--- src/rtl/core/kos_pkg.sv ---
// keyed overlay scroll buffer: shared types, constants and helper functions
// no dependencies; imported by every module of the block
`timescale 1ns / 1ps

package kos_pkg;

    localparam int MAX_WIDTH  = 64;
    localparam int MAX_HEIGHT = 64;
    localparam int XW   = $clog2(MAX_WIDTH);
    localparam int YW   = $clog2(MAX_HEIGHT);
    localparam int AW   = XW + YW;
    localparam int DIMW = 7;
    localparam int NW   = (XW > YW) ? XW : YW;
    localparam int CW   = 24;
    localparam int EW   = CW + 1;

    localparam logic [2:0] OP_DRAW  = 3'd0;
    localparam logic [2:0] OP_ERASE = 3'd1;
    localparam logic [2:0] OP_CLEAR = 3'd2;
    localparam logic [2:0] OP_SHIFT = 3'd3;
    localparam logic [2:0] OP_READ  = 3'd4;

    localparam logic [1:0] DIR_UP    = 2'd0;
    localparam logic [1:0] DIR_DOWN  = 2'd1;
    localparam logic [1:0] DIR_LEFT  = 2'd2;
    localparam logic [1:0] DIR_RIGHT = 2'd3;

    localparam logic [1:0] CFG_FORMAT = 2'd0;
    localparam logic [1:0] CFG_WIDTH  = 2'd1;
    localparam logic [1:0] CFG_HEIGHT = 2'd2;
    localparam logic [1:0] CFG_BG     = 2'd3;

    typedef enum logic [2:0] {
        CK_WRITE,
        CK_READ,
        CK_CLEAR,
        CK_SHIFT,
        CK_REPLY
    } kind_t;

    typedef struct packed {
        kind_t          kind;
        logic [AW-1:0]  addr;
        logic [EW-1:0]  wdata;
        logic           status;
        logic [NW-1:0]  amount;
        logic [1:0]     dir;
    } cmd_t;

    function automatic logic [CW-1:0] frame_order(input logic fmt, input logic [7:0] r,
                                                  input logic [7:0] g, input logic [7:0] b);
        frame_order = fmt ? {r, g, b} : {b, g, r};
    endfunction

    function automatic logic [DIMW-1:0] clamp_dim(input logic [DIMW-1:0] v,
                                                  input logic [DIMW-1:0] lim);
        clamp_dim = (v > lim) ? lim : v;
    endfunction

endpackage

--- src/rtl/core/kos_front.sv ---
// keyed overlay scroll buffer: request decode and two-entry command queue
// depends on kos_pkg
`timescale 1ns / 1ps

module kos_front
    import kos_pkg::*;
(
    input  logic            clk,
    input  logic            rst_n,
    input  logic            in_valid,
    output logic            in_stall,
    input  logic [2:0]      op,
    input  logic [5:0]      x,
    input  logic [5:0]      y,
    input  logic [7:0]      red,
    input  logic [7:0]      green,
    input  logic [7:0]      blue,
    input  logic [11:0]     shift_amount,
    input  logic [1:0]      direction,
    input  logic            fmt,
    input  logic [DIMW-1:0] act_w,
    input  logic [DIMW-1:0] act_h,
    input  logic            init_busy,
    output logic            q_valid,
    output cmd_t            q_cmd,
    input  logic            q_pop
);

    cmd_t           cmd;
    logic           in_range;
    logic [DIMW-1:0] dim;
    cmd_t           q_mem [2];
    logic           wptr_reg, wptr_next;
    logic           rptr_reg, rptr_next;
    logic [1:0]     cnt_reg, cnt_next;
    logic           push;

    assign in_range = ({1'b0, x} < act_w) && ({1'b0, y} < act_h);
    assign dim      = direction[1] ? act_w : act_h;

    always_comb
    begin
        cmd        = '0;
        cmd.kind   = CK_REPLY;
        cmd.addr   = {y, x};
        cmd.amount = shift_amount[NW-1:0];
        cmd.dir    = direction;
        unique case (op)
            OP_DRAW:
            begin
                if (in_range)
                begin
                    cmd.kind  = CK_WRITE;
                    cmd.wdata = {1'b1, frame_order(fmt, red, green, blue)};
                end
                else
                begin
                    cmd.status = 1'b1;
                end
            end
            OP_ERASE:
            begin
                if (in_range)
                begin
                    cmd.kind = CK_WRITE;
                end
                else
                begin
                    cmd.status = 1'b1;
                end
            end
            OP_READ:
            begin
                if (in_range)
                begin
                    cmd.kind = CK_READ;
                end
                else
                begin
                    cmd.status = 1'b1;
                end
            end
            OP_CLEAR:
            begin
                cmd.kind = CK_CLEAR;
            end
            OP_SHIFT:
            begin
                if (shift_amount == '0)
                begin
                    cmd.kind = CK_REPLY;
                end
                else if (shift_amount >= {{(12-DIMW){1'b0}}, dim})
                begin
                    cmd.kind = CK_CLEAR;
                end
                else
                begin
                    cmd.kind = CK_SHIFT;
                end
            end
            default:
            begin
                cmd.kind = CK_REPLY;
            end
        endcase
    end

    assign in_stall = (cnt_reg == 2'd2) || init_busy;
    assign push     = in_valid && !in_stall;
    assign q_valid  = (cnt_reg != 2'd0);
    assign q_cmd    = q_mem[rptr_reg];

    always_comb
    begin
        wptr_next = wptr_reg ^ push;
        rptr_next = rptr_reg ^ q_pop;
        cnt_next  = cnt_reg + {1'b0, push} - {1'b0, q_pop};
    end

    always_ff @(posedge clk)
    begin
        if (push)
        begin
            q_mem[wptr_reg] <= cmd;
        end
    end

    always_ff @(posedge clk or negedge rst_n)
    begin
        if (!rst_n)
        begin
            wptr_reg <= 1'b0;
            rptr_reg <= 1'b0;
            cnt_reg  <= 2'd0;
        end
        else
        begin
            wptr_reg <= wptr_next;
            rptr_reg <= rptr_next;
            cnt_reg  <= cnt_next;
        end
    end

endmodule

--- config.mk ---
export PLATFORM = sky130hd
export DESIGN_NAME = kos_front
export DESIGN_NICKNAME = d
export VERILOG_FILES = /design/src/rtl/core/kos_pkg.sv /design/src/rtl/core/kos_front.sv
export SDC_FILE = /design/constraint.sdc
export NUM_CORES = 1
export LEC_CHECK = 0
export BUFFER_PORTS_ARGS = -buffer_cell sky130_fd_sc_hd__buf_2
export CORE_MARGIN = 3
export CORE_UTILIZATION = 35
export DETAILED_ROUTE_END_ITERATION = 10
export SLEW_MARGIN = 10
export SYNTH_ARGS = -nofsm -noshare
export SYNTH_HDL_FRONTEND = slang
export SYNTH_SLANG_ARGS = --single-unit
--- constraint.sdc ---
create_clock -name clk -period 3 [get_ports clk]
set_clock_uncertainty 0.05 [all_clocks]
set_input_delay 0.3 -clock clk [delete_from_list [all_inputs] [get_ports clk]]
set_output_delay 0.3 -clock clk [all_outputs]
set_load 0.02 [all_outputs]
# Yosys cells after proc, flatten, opt, wreduce, memory -nomap -nowiden
# Memory sizes are Yosys's and may differ from the RTL's.
# Cells that the tools add are included.
# Widths: inputs -> output; s select.
dict set report op_classes {
  n_mux 13
  n_bitwise 2
  eq_ne 5
  n_lt_le_gt_ge 3
  multipliers 0
  shift 0
  n_div 0
  reduce_logical 9
  add_sub_neg 2
}
# cell n
set op_table {}
lappend op_table {{$mux 25} 2}
lappend op_table {{$mux 24} 1}
lappend op_table {{$lt 6x7->1} 2}
lappend op_table {{$ge 12x7->1} 1}
lappend op_table {{$logic_not 12->1} 1}
lappend op_table {{$pmux 3 s4} 1}
lappend op_table {{$mux 3} 3}
lappend op_table {{$mux 7} 1}
lappend op_table {{$eq 3x2->1 const B} 2}
lappend op_table {{$mux 1} 5}
lappend op_table {{$eq 3x1->1 const B} 1}
lappend op_table {{$eq 3x3->1 const B} 1}
lappend op_table {{$logic_not 3->1} 1}
lappend op_table {{$reduce_or 3->1} 1}
lappend op_table {{$add 2x1->2} 1}
lappend op_table {{$eq 2x2->1 const B} 1}
lappend op_table {{$logic_and 1x1->1} 2}
lappend op_table {{$reduce_bool 2->1} 1}
lappend op_table {{$reduce_or 2->1} 1}
lappend op_table {{$sub 2x1->2} 1}
lappend op_table {{$xor 1x1->1} 2}
lappend op_table {{$logic_not 1->1} 1}
lappend op_table {{$logic_or 1x1->1} 1}
dict set report word_totals {
  mem_bits_ro 0
  ff_bits 4
  input_bits 73
  latchBits 0
  ram_bits 98
  memories 1
}
# name words width rd rd_ports_with_merged_regs wr line
set memory_table {}
lappend memory_table {q_mem 2 49 1 0 1 kos_front.sv:32} ;# cmd_t q_mem [2];

# Depth between registers and ports, before layout
# Gate-level depths: netlist of the first run.
dict set report depth {
  ltp_word 6
  mapped_depth 8
  depth_no_buf 8
}

# Worst setup path after synthesis of the first run
# No wires, ideal clock.
dict set report synth_timing {
  kind {flip-flop to flip-flop}
  from {register cnt_reg[0]}
  to {memory q_mem[1][0] (netlist bit) (enable)}
  t_arrival_ps 1908
  path_slack_ps 630
  t_required_ps 2538
  period_less_slack_ps 2370
  stages_incl_launch_ff 6
  cell_sequence {dfrtp_1 > inv_1 > a21oi_1 > nand2_1 > inv_1 > ha_1}
}
dict set report synth_between {
  elab_chain_cells 6
}
# element line
set synth_rtl {}
lappend synth_rtl {{from (decl)} kos_front.sv:35} ;# logic [1:0] cnt_reg, cnt_next;
lappend synth_rtl {{from (signal assigned)} kos_front.sv:141} ;# cnt_reg <= cnt_next;
lappend synth_rtl {{$eq 2x2->1} kos_front.sv:109} ;# assign in_stall = (cnt_reg == 2'd2) || init_busy;
lappend synth_rtl {{$logic_or 1x1->1} kos_front.sv:109}
lappend synth_rtl {{$logic_not 1->1} kos_front.sv:110} ;# assign push = in_valid && !in_stall;
lappend synth_rtl {{$logic_and 1x1->1} kos_front.sv:110}
lappend synth_rtl {{$mux 1} kos_front.sv:123} ;# if (push)
lappend synth_rtl {{$mux 1 (implied by the code)} kos_front.sv:125} ;# q_mem[wptr_reg] <= cmd;
lappend synth_rtl {{to (decl)} kos_front.sv:32}
# No other way between the ends.

==> results of run 1 <==
final cells by class:
cell class              instances  area [sq um]
inverters                      25          93.8
clock buffers                   9           225
clock inverters                 7           113
flip-flops and latches        102          3040
repair buffers                132           698
fillers                      1214          7330
well taps                     176           220
multi-input cells             164          1620
Yosys cell counts (2+ instances only):
cell type	n
ha_1	21
xnor2_1	2
nand2b_1	3
o21bai_1	2
buf_4	2
or4_1	2
o211ai_1	2
inv_1	25
mux2_2	40
and4b_1	2
dfrtp_1	4
o21ai_1	2
mux2_1	10
nor3_1	6
nand2_1	4
buf_2	9
a211oi_1	3
nor3_2	19
o21ba_1	2
o21ai_2	2
nor2_1	5
mux2i_1	22
edfxtp_1	98
clkbuf_1	2
a21oi_1	3
power groups by stage:
stage | logic, mW | clock network [mW] | registers, mW
3_3_place_gp | 1.44 | 0 | 1.93
3_5_place_dp | 1.45 | 0 | 1.94
5_1_grt | 1.54 | 1.39 | 1.93
2_1_floorplan | 1.02 | 0 | 1.86
4_1_cts | 1.46 | 1.33 | 1.92
6_report | 1.43 | 1.29 | 1.91
kinds of logic after synthesis:
group                      Yosys count  share of synthesized area, %
and+or+nand+nor                     45                          7.27
muxes                               72                          16.3
adders and majority gates           21                          5.47
AOI/OAI and AO/OA                   23                          3.70
xor gates and xnor gates             3                         0.547
DFF                                102                          63.3
buffers and inverters               38                          3.36
worst min-delay path by stage:
| stage | from | end | depth (start not counted) |
|---|---|---|---|
| 6_report | direction[0] | q_mem[0][0]$_DFFE_PP_ | 1 |
| 5_1_grt | direction[0] | q_mem[0][0]$_DFFE_PP_ | 1 |
| 4_1_cts | direction[0] | q_mem[0][0]$_DFFE_PP_ | 1 |
| 3_5_place_dp | rst_n | cnt_reg[1]$_DFF_PN0_ | 1 |
| 3_3_place_gp | rst_n | cnt_reg[0]$_DFF_PN0_ | 1 |
| 2_1_floorplan | rst_n | cnt_reg[0]$_DFF_PN0_ | 0 |
layer usage:
metal | track usage [%] | wire [microns] | up-vias
met1 | 16.8 | 4370 | 1415
met2 | 23.3 | 4940 | 108
li1 | - | - | 1410
met3 | 5.49 | 798 | 7
met4 | 3.74 | 73 | 0
met5 | 0 | 0 | -
layout by cell type, fill, tap and decap left out, drive strengths merged, types with 3 or more instances in the layout:
cell type  Yosys  final
buf           11    131
edfxtp        98     98
mux2          50     50
inv           25     25
nor3          25     25
mux2i         22     22
ha            21     21
clkbuf         2      9
nor2           5      5
nand2          4      4
a211oi         4      4
dfrtp          4      4
o21ai          4      4
a21oi          3      3
nand2b         3      3
bufinv         0      3
stage by stage:
step                      power [mW]  worst slack, ns  cells
after floorplan                 2.89            0.630    304
after global routing            4.87            0.599    615
final                           4.63            0.707    615
after CTS                       4.71            0.645    615
after detailed placement        3.39            0.743    598
after global placement          3.38            0.804    598
==> reports/metrics.cfg, run 1 <==
[synthesis]
syn_nets=398
synth_top_cell_area_share_pct=61.3
synth_edf_count=98
avgSynthCellArea_sq_um=15.8
ys_ff_latch=102
yosysSeqAreaShare_pct=63.3
synth_ff_type=edfxtp_1
yosys.cell_types.count=37
netlist_instances=304
postSynth.asyncResetShare_pct=3.92
yosys-top-cells-area=edfxtp_1 61%, mux2_2 9.4%, ha_1 5.5%, mux2i_1 4.6%, nor3_2 4.0%
synth_warnings=0
syn-cell-area_sq_um=4800
yosysTopAreaCell=edfxtp_1

[setup_path]
worstPathRequired_ns=2.65
crit_start=rptr_reg$_DFF_PN0_
r2r-end=q_mem[0][39]$_DFFE_PP_
rr_worst_depth=6
timing.rr.start=cnt_reg[0]$_DFF_PN0_
start_kind=register
path_buf_inv=2
critPathMaxFanout=27
endpoint_kind=output pin
crit_end=q_cmd[7]
cp.depth=3
max_stage_delay_ns=0.77
reg2reg_setup_slack_ns=1.27
criticalPathCategory=reg2out
critPathSlowestCell=dfrtp_2
cp_cell_sequence=buf_12 > mux2_1 > buf_2
critPathArrivalTime_ns=1.94
cp_top_family=flip-flops

[clock_tree]
htreeDepth=3
worstSkewPairLatency_ns=0.34
cts_hold_buf=1
post_cts_buffers=0
cts_sinks=102
clock_tree.root_cell=clkbuf_16
cts_tree=done
cts_buffers=9
cts_resized=0
path_clk_slew_ns=0.06
clockBufferDepth=2

[global_route]
grt_start_max_net_pins=28
antenna_found_initial=0
grt_pass1_wl_microns=15800
grt_pass1_vias=3110
track_usage_pct=13.9
grt_overflow=0

[place]
dp_hpwl_microns=7300
place_congestion=0.860
placed_area_sq_um=5670
io_buffers=123

[outcome]
outcome=finished, final reports clean

[power]
p_clk_share_pct=27.9
p_leak_nw=2.37
swShare_pct=31.0
combPwrFrac_pct=30.8
peakVddDrop_mv=0.441
p_int_mw=3.19
p_sw_mw=1.43
power_density_nw_per_um2=770
seq_power_share_pct=41.3

[detailed_routing]
drt_iter0_drc=185
wl_microns=10200
wl_per_cell_microns=16.6
drt_pass1_iterations=5
antenna_left=0
drcViolationCount=0
vias_per_cell=4.78
via_count=2940

[timing]
fin_tns_setup_ns=0
slew_violations=0
post-route-period-util_pct=76.4
rsz0062_at_grt=no
finalCriticalPeriod_ns=2.29
worst_slew_pin_slew_ns=0.630
holdWs_ns=0.0938
hold_viol_final=0
setup_violations=0
relSlewSlack_pct=58.0
fmax_ghz=0.436

[floorplan]
dieHeight_microns=123
core-area_sq_um=13300
dieWidth_microns=123
ios=124
die_area_sq_um=15200
start_util_pct=36.0
rows=42

[finish]
num_antenna_cells=0
drive_above_1_share_pct=48.3
nNetsFinal=528
finish.instance_area_sq_um=6010
area_growth_pct=25.2
largest_register_ffs=98
finish.utilization_pct=45.1

[hold_path]
hold_path.class=in2reg

[flow_run]
max_cap_viol_count=0

Power figures use the tool's default switching activity.
==> run 2, diff against run 1 <==
--- a/config.mk
+++ b/config.mk
@@ -5,6 +5,7 @@
 export SDC_FILE = /design/constraint.sdc
 export NUM_CORES = 1
 export LEC_CHECK = 0
+export ABC_AREA = 1
 export BUFFER_PORTS_ARGS = -buffer_cell sky130_fd_sc_hd__buf_2
 export CORE_MARGIN = 3
 export CORE_UTILIZATION = 35
==> constraint.sdc (replaced) <==
create_clock -name clk -period 2.2 [get_ports clk]
set_clock_uncertainty 0.05 [all_clocks]
set_input_delay 0.22 -clock clk [delete_from_list [all_inputs] [get_ports clk]]
set_output_delay 0.22 -clock clk [all_outputs]
set_load 0.02 [all_outputs]
==> reports/metrics.cfg, run 2 <==
[synthesis]
synth_edf_count=98
yosys.cell_types.count=28
synth_ff_type=edfxtp_1
synth_top_cell_area_share_pct=59.3
synth_warnings=0
ys_ff_latch=102
syn-cell-area_sq_um=4960
postSynth.asyncResetShare_pct=3.92
netlist_instances=381
yosys-top-cells-area=edfxtp_1 59%, mux2_2 11%, ha_1 5.3%, nor2_4 4.3%, inv_1 3.8%
yosysTopAreaCell=edfxtp_1
avgSynthCellArea_sq_um=13.0
yosysSeqAreaShare_pct=61.4
ys_top_cells_by_count=98 x edfxtp_1, 50 x inv_1, 49 x mux2_2
syn_nets=475
yosysMostFrequentCell=edfxtp_1

[hold_path]
hold_path.class=in2reg

[detailed_routing]
via_count=3117
drt_pass1_iterations=4
wl_microns=10100
antenna_left=0
vias_per_cell=4.50
drcViolationCount=0
wl_per_cell_microns=14.5
drt_iter0_drc=128

[setup_path]
critPathArrivalTime_ns=1.62
criticalPathCategory=reg2out
endpoint_kind=output pin
worstPathRequired_ns=1.93
critPathMaxFanout=27
start_kind=register

[clock_tree]
clock_tree.root_cell=clkbuf_16
cts_buffers=9
post_cts_buffers=0
worstSkewPairLatency_ns=0.34
clockBufferDepth=2
cts_resized=0
htreeDepth=3
path_clk_slew_ns=0.07
cts_sinks=102
cts_tree=done

[power]
swShare_pct=33.0
p_sw_mw=1.98
p_leak_nw=2.53
combPwrFrac_pct=33.9
power_density_nw_per_um2=983
peakVddDrop_mv=0.459
p_int_mw=4.02
p_clk_share_pct=24.6
seq_power_share_pct=41.4

[floorplan]
die_area_sq_um=15600
rows=42
start_util_pct=36.6
dieHeight_microns=125
dieWidth_microns=125
core-area_sq_um=13600
ios=124

[finish]
drive_above_1_share_pct=44.2
final_common_cell=buf_2
fillCellCount=1280
final_cell_mix=123 x buf_2, 98 x edfxtp_1, 50 x inv_1
final_cells=692
area_growth_pct=23.0
largest_register_ffs=98
finish.utilization_pct=45.0
nNetsFinal=605
num_antenna_cells=0

[timing]
slew_violations=0
setup_violations=0
hold_viol_final=0
rsz0062_at_grt=no
fmax_ghz=0.528
post-route-period-util_pct=86.0
holdWs_ns=0.0217
worst_slew_pin_slew_ns=0.448
finalCriticalPeriod_ns=1.89
worst_slack_ns=0.307
relSlewSlack_pct=70.1

[place]
dp_hpwl_microns=7410
place_congestion=0.836
dpl_worst_slack_ns=0.243
dp_cells=675
io_buffers=123

[outcome]
outcome=finished, final reports clean

[flow_run]
max_cap_viol_count=0

[global_route]
grt_start_max_net_pins=50
grt_pass1_vias=3176
grt_pass1_wl_microns=16200
grt_overflow=0
antenna_found_initial=0
track_usage_pct=13.1

-- run 2: cell count changes after synthesis, sizes merged, moves of 16 or more --
cell and change:
inv +27, mux2i -22, nor2 +45, nor3 -22, o21ai +16, nand2 +40
-- run 2: per-layer routing --
metal / part of all wire (%) / global-route usage (%) / up-vias
li1: - / - / 1567
met4: 0.93 / 3.44 / 0
met5: 0 / 0 / -
met3: 7.6 / 4.18 / 8
met1: 43 / 16.3 / 1430
met2: 48 / 22.0 / 112
-- run 2: final timing paths --
check                                     startpoint                      to  slack, ns  cells after the start
worst max-delay path              rptr_reg$_DFF_PN0_               q_cmd[43]       0.31                      3
worst min-delay path                           q_pop      rptr_reg$_DFF_PN0_       0.02                      2
worst max register to register  cnt_reg[1]$_DFF_PN0_  q_mem[0][10]$_DFFE_PP_       0.51                      5
worst min register to register  cnt_reg[0]$_DFF_PN0_    cnt_reg[0]$_DFF_PN0_       0.49                      1
max in group asynchronous                      rst_n      rptr_reg$_DFF_PN0_       1.81                      2
min in group asynchronous                      rst_n    cnt_reg[1]$_DFF_PN0_       0.16                      2
-- run 2: metrics by stage --
stage	cell area, sq um	power, mW	TNS (ns)
3_5_place_dp	5810	4.62	0
4_1_cts	6100	6.12	0
6_report	6100	6.00	0
3_3_place_gp	5810	4.59	0
2_1_floorplan	4960	3.95	-29.81
5_1_grt	6100	6.35	0
-- run 2: critical path: stages, from the launching register on --
cell and delay [ns]:
dfrtp_2 0.36, buf_4 0.35, mux2_2 0.40, buf_2 0.17
-- run 2: layout make-up --
class | instances | area (sq um) | share of cell area (%)
clock buffer | 9 | 225 | 3.69
clock inverter | 7 | 57.6 | 0.943
inverter | 52 | 195 | 3.20
multi-input combinational | 215 | 1640 | 26.9
sequential | 102 | 3040 | 49.9
tap | 176 | 220 | 3.61
timing repair buffer | 131 | 716 | 11.7
-- run 2: cell families (layout without fill, tap and decap cells) --
| group | count (synthesis) | after routing | share of synthesized area (%) |
|---|---|---|---|
| XOR/XNOR | 3 | 3 | 0.530 |
| adder cells (fa/ha/maj) | 21 | 21 | 5.30 |
| AO/OA/AOI/OAI | 37 | 37 | 4.47 |
| AND/OR/NAND/NOR | 105 | 105 | 11.6 |
| flip-flops | 102 | 102 | 61.4 |
| buffers and inverters | 64 | 199 | 5.63 |
| multiplexers | 49 | 49 | 11.1 |
-- run 2: power groups by stage --
| stage | Sequential, mW | Clock [mW] | Combinational [mW] |
|---|---|---|---|
| after global routing | 2.51 | 1.61 | 2.22 |
| after global placement | 2.52 | 0 | 2.07 |
| after floorplan | 2.52 | 0 | 1.43 |
| after CTS | 2.49 | 1.53 | 2.10 |
| final | 2.49 | 1.48 | 2.04 |
| after detailed placement | 2.53 | 0 | 2.09 |
-- run 2: what timing repair did --
item	4_1_cts	5_1_grt
hold buffers	1	0
hold endpoints to repair	4	0
endpoints found under the setup margin	0	0
